$ cat src/rtl/core/bfa_pkg.sv
// package: shared types, constants and helpers of the bitmap frame allocator
`timescale 1ns / 1ps
`default_nettype none
package bfa_pkg;

  // default geometry
  localparam int DEF_PAGE_BYTES = 4096;
  localparam int DEF_MAX_FRAMES = 32768;

  // frame numbers derived from 32-bit addresses, with room for range ends
  localparam int FRAME_W = 26;
  localparam int CNT_W   = 16;

  // operation codes
  localparam logic [2:0] OP_INIT    = 3'd0;
  localparam logic [2:0] OP_ADD     = 3'd1;
  localparam logic [2:0] OP_RESERVE = 3'd2;
  localparam logic [2:0] OP_ALLOC   = 3'd3;
  localparam logic [2:0] OP_FREE    = 3'd4;

  // status codes
  localparam logic [1:0] ST_OK      = 2'd0;
  localparam logic [1:0] ST_NO_FREE = 2'd1;
  localparam logic [1:0] ST_INVALID = 2'd2;

  // decoded request handed from front to back
  typedef struct packed {
    logic [2:0]         op;
    logic [FRAME_W-1:0] fa;     // first frame
    logic [FRAME_W-1:0] fb;     // frame after the range
    logic [FRAME_W-1:0] ef;     // clamped end frame of a free region
    logic               empty;  // free region with end at or below start
  } bfa_cmd_t;

  // saturating add of a small amount to a count
  function automatic logic [CNT_W-1:0] sat_add(input logic [CNT_W-1:0] c,
                                               input logic [5:0] k,
                                               input logic [CNT_W-1:0] cap);
    logic [CNT_W:0] sum;
    sum = {1'b0, c} + {{(CNT_W-5){1'b0}}, k};
    return (sum > {1'b0, cap}) ? cap : sum[CNT_W-1:0];
  endfunction

endpackage
`default_nettype wire

$ cat src/rtl/core/bfa_front.sv
// front end: accepts requests, decodes frame ranges, queues them for the back end
`timescale 1ns / 1ps
`default_nettype none
module bfa_front #(
  parameter int PAGE_BYTES = bfa_pkg::DEF_PAGE_BYTES,
  parameter int MAX_FRAMES = bfa_pkg::DEF_MAX_FRAMES
) (
  input  wire logic             clk,
  input  wire logic             rst,
  input  wire logic             s_tvalid,
  output logic                  s_tready,
  input  wire logic [63:0]      s_tdata,
  input  wire logic [2:0]       s_tuser,
  output logic                  q_valid,
  input  wire logic             q_pop,
  output bfa_pkg::bfa_cmd_t     q_cmd
);
  import bfa_pkg::*;

  localparam int SH = $clog2(PAGE_BYTES);

  logic [31:0]        s_addr, e_addr;
  logic [32:0]        e_up, diff_up;
  logic [FRAME_W-1:0] f_s, f_e, f_eup, n_pages, max_f;
  bfa_cmd_t           cmd;
  bfa_cmd_t           slots [2];
  logic               wr_ptr, rd_ptr;
  logic [1:0]         fill;
  logic               push;

  assign s_addr = s_tdata[31:0];
  assign e_addr = s_tdata[63:32];
  assign max_f  = FRAME_W'(MAX_FRAMES);

  // frame arithmetic on the incoming request
  always_comb begin
    f_s     = FRAME_W'(s_addr >> SH);
    f_e     = FRAME_W'(e_addr >> SH);
    e_up    = {1'b0, e_addr} + 33'(PAGE_BYTES - 1);
    f_eup   = FRAME_W'(e_up >> SH);
    diff_up = {1'b0, e_addr - s_addr} + 33'(PAGE_BYTES - 1);
    n_pages = FRAME_W'(diff_up >> SH);
    cmd.op    = s_tuser;
    cmd.fa    = f_s;
    cmd.ef    = (f_e > max_f) ? max_f : f_e;
    cmd.empty = (e_addr <= s_addr);
    cmd.fb    = (s_tuser == OP_ADD) ? f_s + n_pages : f_eup;
  end

  // two-entry request queue
  assign s_tready = (fill != 2'd2);
  assign push     = s_tvalid && s_tready;
  assign q_valid  = (fill != 2'd0);
  assign q_cmd    = slots[rd_ptr];

  always_ff @(posedge clk) begin
    if (push) slots[wr_ptr] <= cmd;
  end

  always_ff @(posedge clk) begin
    if (rst) begin
      wr_ptr <= 1'b0;
      rd_ptr <= 1'b0;
      fill   <= 2'd0;
    end else begin
      if (push) wr_ptr <= ~wr_ptr;
      if (q_pop) rd_ptr <= ~rd_ptr;
      fill <= fill + {1'b0, push} - {1'b0, q_pop};
    end
  end

endmodule
`default_nettype wire

$ cat config.mk
export PLATFORM = sky130hd
export DESIGN_NAME = bfa_front
export DESIGN_NICKNAME = d
export VERILOG_FILES = /design/src/rtl/core/bfa_pkg.sv /design/src/rtl/core/bfa_front.sv
export SDC_FILE = /design/constraint.sdc
export NUM_CORES = 1
export LEC_CHECK = 0
export ABC_AREA = 1
export BUFFER_PORTS_ARGS = -buffer_cell sky130_fd_sc_hd__buf_2
export CAP_MARGIN = 20
export CORE_ASPECT_RATIO = 0.7
export CORE_UTILIZATION = 60
export DETAILED_ROUTE_END_ITERATION = 10
export PLACE_DENSITY = 0.94
export SLEW_MARGIN = 0
export SYNTH_ARGS = -nofsm -noshare
export SYNTH_HDL_FRONTEND = slang
export SYNTH_SLANG_ARGS = --single-unit
$ cat constraint.sdc
create_clock -name clk -period 6.15 [get_ports clk]
set_clock_uncertainty 0.1 [all_clocks]
set_input_delay 0.615 -clock clk [delete_from_list [all_inputs] [get_ports clk]]
set_output_delay 0.615 -clock clk [all_outputs]
set_load 0.005 [all_outputs]
==> results.json <==
{
  "status": "finished, final reports clean",
  "synth_compound_gate_area_share_pct": 5.616,
  "post_cts_resized": 0,
  "cts_buffers": 17,
  "pwr_density_cell_nw_per_um2": 266.3,
  "clock.fmax_mhz": 196.1,
  "postCtsSetupBuffers": 0,
  "timing.rr.start": "fill[0]",
  "yosys.area_share.simple_pct": 28.14,
  "die_h_um": 112.3,
  "crit_path_frequent_cell": "nand2_1",
  "worst_path_max_delay_cell": "o21ai_0",
  "synth.top_cells.by_area": "edfxtp_1, nand2_1, inv_1",
  "drv_slew": 0,
  "crit_fanout": 5,
  "route.detailed.drc": 0,
  "ys.flop_type": "edfxtp_1",
  "cts_max_level": 4,
  "cpPeakStageDelay_ns": 0.46,
  "antenna_found_initial": 0,
  "synth_top_area_cell": "edfxtp_1",
  "synth.ff_latch_count": 137,
  "core.rowCount": 39,
  "hold_path.startpoint": "s_tuser[0]",
  "detail_route.vias_per_cell": 5.680,
  "routabilityCongestion": 0.9916,
  "synthXorXnorAreaFrac_pct": 2.436,
  "r2r_end": "slots[0][55]",
  "synth.avg_cell_area_um2": 7.839,
  "dieArea_um2": 17920,
  "core-area_um2": 16640,
  "cp_data_arrival_time_ns": 5.17,
  "cts_buffer_depth": 2,
  "period_share_pct": 82.94,
  "hold_end": "slots[1][63]",
  "clkLatencyLatePin_ns": 0.43,
  "clk_pin_slew_worst_paths_ns": 0.06,
  "synth_mux_area_share_pct": 7.128,
  "start_util_pct": 62.66,
  "ys.warnings.count": 0,
  "synth_edf_count": 132,
  "layout-drive-gt1-share_pct": 21.15,
  "grt_pass1_wl_um": 46140,
  "crit_type": "in -> reg",
  "fin_setup_tns_ns": 0,
  "cp-start-kind": "input port",
  "final_common_cell": "nand2_1",
  "dr_total_vias": 9793,
  "cts_root_buffer": "clkbuf_16",
  "routed_wl_um": 29380,
  "ys_seq_area_share_pct": 38.98,
  "relSlewSlack_pct": 34.00,
  "antenna_cells": 0,
  "drtPass1Iterations": 7,
  "synth-async-reset-ratio_pct": 0,
  "p_leak_uw": 0.005840,
  "post-route-min-period_ns": 5.101,
  "ant_nets": 0,
  "io_pins": 155,
  "grt_usage_pct": 33.22,
  "area_growth_pct": 14.75,
  "drt_iter0_drc": 1194,
  "hold_viol": 0,
  "min_path_cells": 1,
  "fin_nets": 1616,
  "power_uw": 3185,
  "dp_hpwl_um": 22290,
  "synthDistinctLibCells": 52,
  "port_buffers": 138,
  "syn_inst": 1330,
  "rr_worst_depth": 5,
  "synthAdderAreaFrac_pct": 7.224,
  "netlist.area_leader.share_pct": 38.02,
  "tightest_slew_ns": 0.9772,
  "grt_setup_unrepaired": "no",
  "grt_max_degree": 68,
  "final_cell_mix": "nand2_1, inv_1, buf_2",
  "synth_top_family_by_area": "simple AND/OR/NAND/NOR gates",
  "reg2reg_slack_ns": 4.12,
  "critPathCaptureType": "flop",
  "die_w_um": 159.6,
  "finalSetupViolCount": 0,
  "post_drt_wl_per_cell_um": 17.04,
  "grt.overflow.total": 0,
  "syn_area_um2": 10430,
  "hold_buffers": 0,
  "grt_pass1_vias": 9125,
  "hold_class": "in -> reg",
  "required_ns": 6.22,
  "vdd_drop_max_mv": 0.1771,
  "cts_tree": "built",
  "cts_num_sinks": 137,
  "max_cap_viol_count": 0
}
## Yosys cell counts (2+ instances only)
master	instances
a21o_1	3
a21oi_1	39
a31oi_1	8
and3_1	2
buf_4	16
clkbuf_1	10
clkinv_1	4
dfxtp_1	5
edfxtp_1	132
fa_1	2
ha_1	57
inv_1	224
inv_2	16
mux2_2	66
nand2_1	371
nand2_2	22
nand2_4	2
nand3_1	79
nand3_2	7
nand3b_1	3
nand4_1	22
nor2_1	104
nor2_2	14
nor2_4	4
nor3_1	18
nor3_2	2
nor4_1	8
o21a_1	2
o21ai_0	28
o21bai_1	6
o311ai_0	2
o31ai_1	3
or2_2	3
xnor2_1	7
xor2_1	22
## sequential cells by signal, indices dropped and copies added, names as in the netlist, named ones only
signal / count
fill: 2
wr_ptr: 1
slots: 132
rd_ptr: 1
## layer usage
layer | part of all wire [%] | routed length, µm | vias up | GRT usage [%]
met1 | 42 | 12260 | 4461 | 46.35
li1 | - | - | 4612 | -
met5 | 0 | 0 | - | 0
met2 | 42 | 12310 | 641 | 50.13
met4 | 2.7 | 803 | 0 | 11.22
met3 | 14 | 4007 | 79 | 8.832
## how the worst max path moves through the flow
stage | start | to | slack, ns | depth (start not counted)
floorplan | s_tdata[32] | slots[0][37] | 1.73 | 25
detailed placement | s_tdata[32] | slots[0][39] | 0.89 | 30
CTS | s_tdata[32] | slots[1][39] | 1.32 | 29
global route | s_tdata[32] | slots[1][42] | 0.82 | 28
global placement | s_tdata[32] | slots[0][39] | 0.90 | 30
finish | s_tdata[32] | slots[1][39] | 1.05 | 30
## power by group
group,switching (µW),total (µW),internal [µW]
Combinational,633,982,349
Clock,463,1040,581
Sequential,23.8,1160,1140
Total,1120,3190,2070
## through the flow
| stage | cell area (µm²) | std cells | setup slack, ns | hold WS (ns) | util [%] |
|---|---|---|---|---|---|
| floorplan | 10510 | 1353 | 1.729 | 0.3799 | - |
| global placement | 11360 | 1692 | 0.9004 | 0.3905 | 68.29 |
| detailed placement | 11360 | 1692 | 0.8911 | 0.4100 | 68.29 |
| CTS | 11960 | 1724 | 1.318 | 0.2858 | 71.90 |
| global route | 11960 | 1724 | 0.8186 | 0.2876 | 71.90 |
| finish | 11960 | 1724 | 1.049 | 0.2929 | 71.90 |
## final cells by class
type | count | area [µm²]
Multi-Input combinational cell | 944 | 5380
Sequential cell | 137 | 4065
Fill cell | 1255 | 4676
Clock buffer | 17 | 425.4
Tap cell | 225 | 281.5
Clock inverter | 15 | 175.2
Timing Repair Buffer | 142 | 720.7
Inverter | 244 | 915.9
## cell families (layout without fill, tap and decap cells)
family,after synthesis,in the layout
XOR/XNOR,29,29
multiplexers,66,66
buffers and inverters,272,418
flip-flops,137,137
adder cells (fa/ha/maj),59,59
AND/OR/NAND/NOR,665,665
other,1,24
AO/OA/AOI/OAI,101,101
## critical path, delay by kind of cell
family / cells / cell delay (ns)
AOI/OAI and AO/OA: 5 / 1.20
xor gates and xnor gates: 1 / 0.18
adders and majority gates: 3 / 0.92
buffers and inverters: 5 / 0.37
and+or+nand+nor: 16 / 1.91
Power figures use the tool's default switching activity.
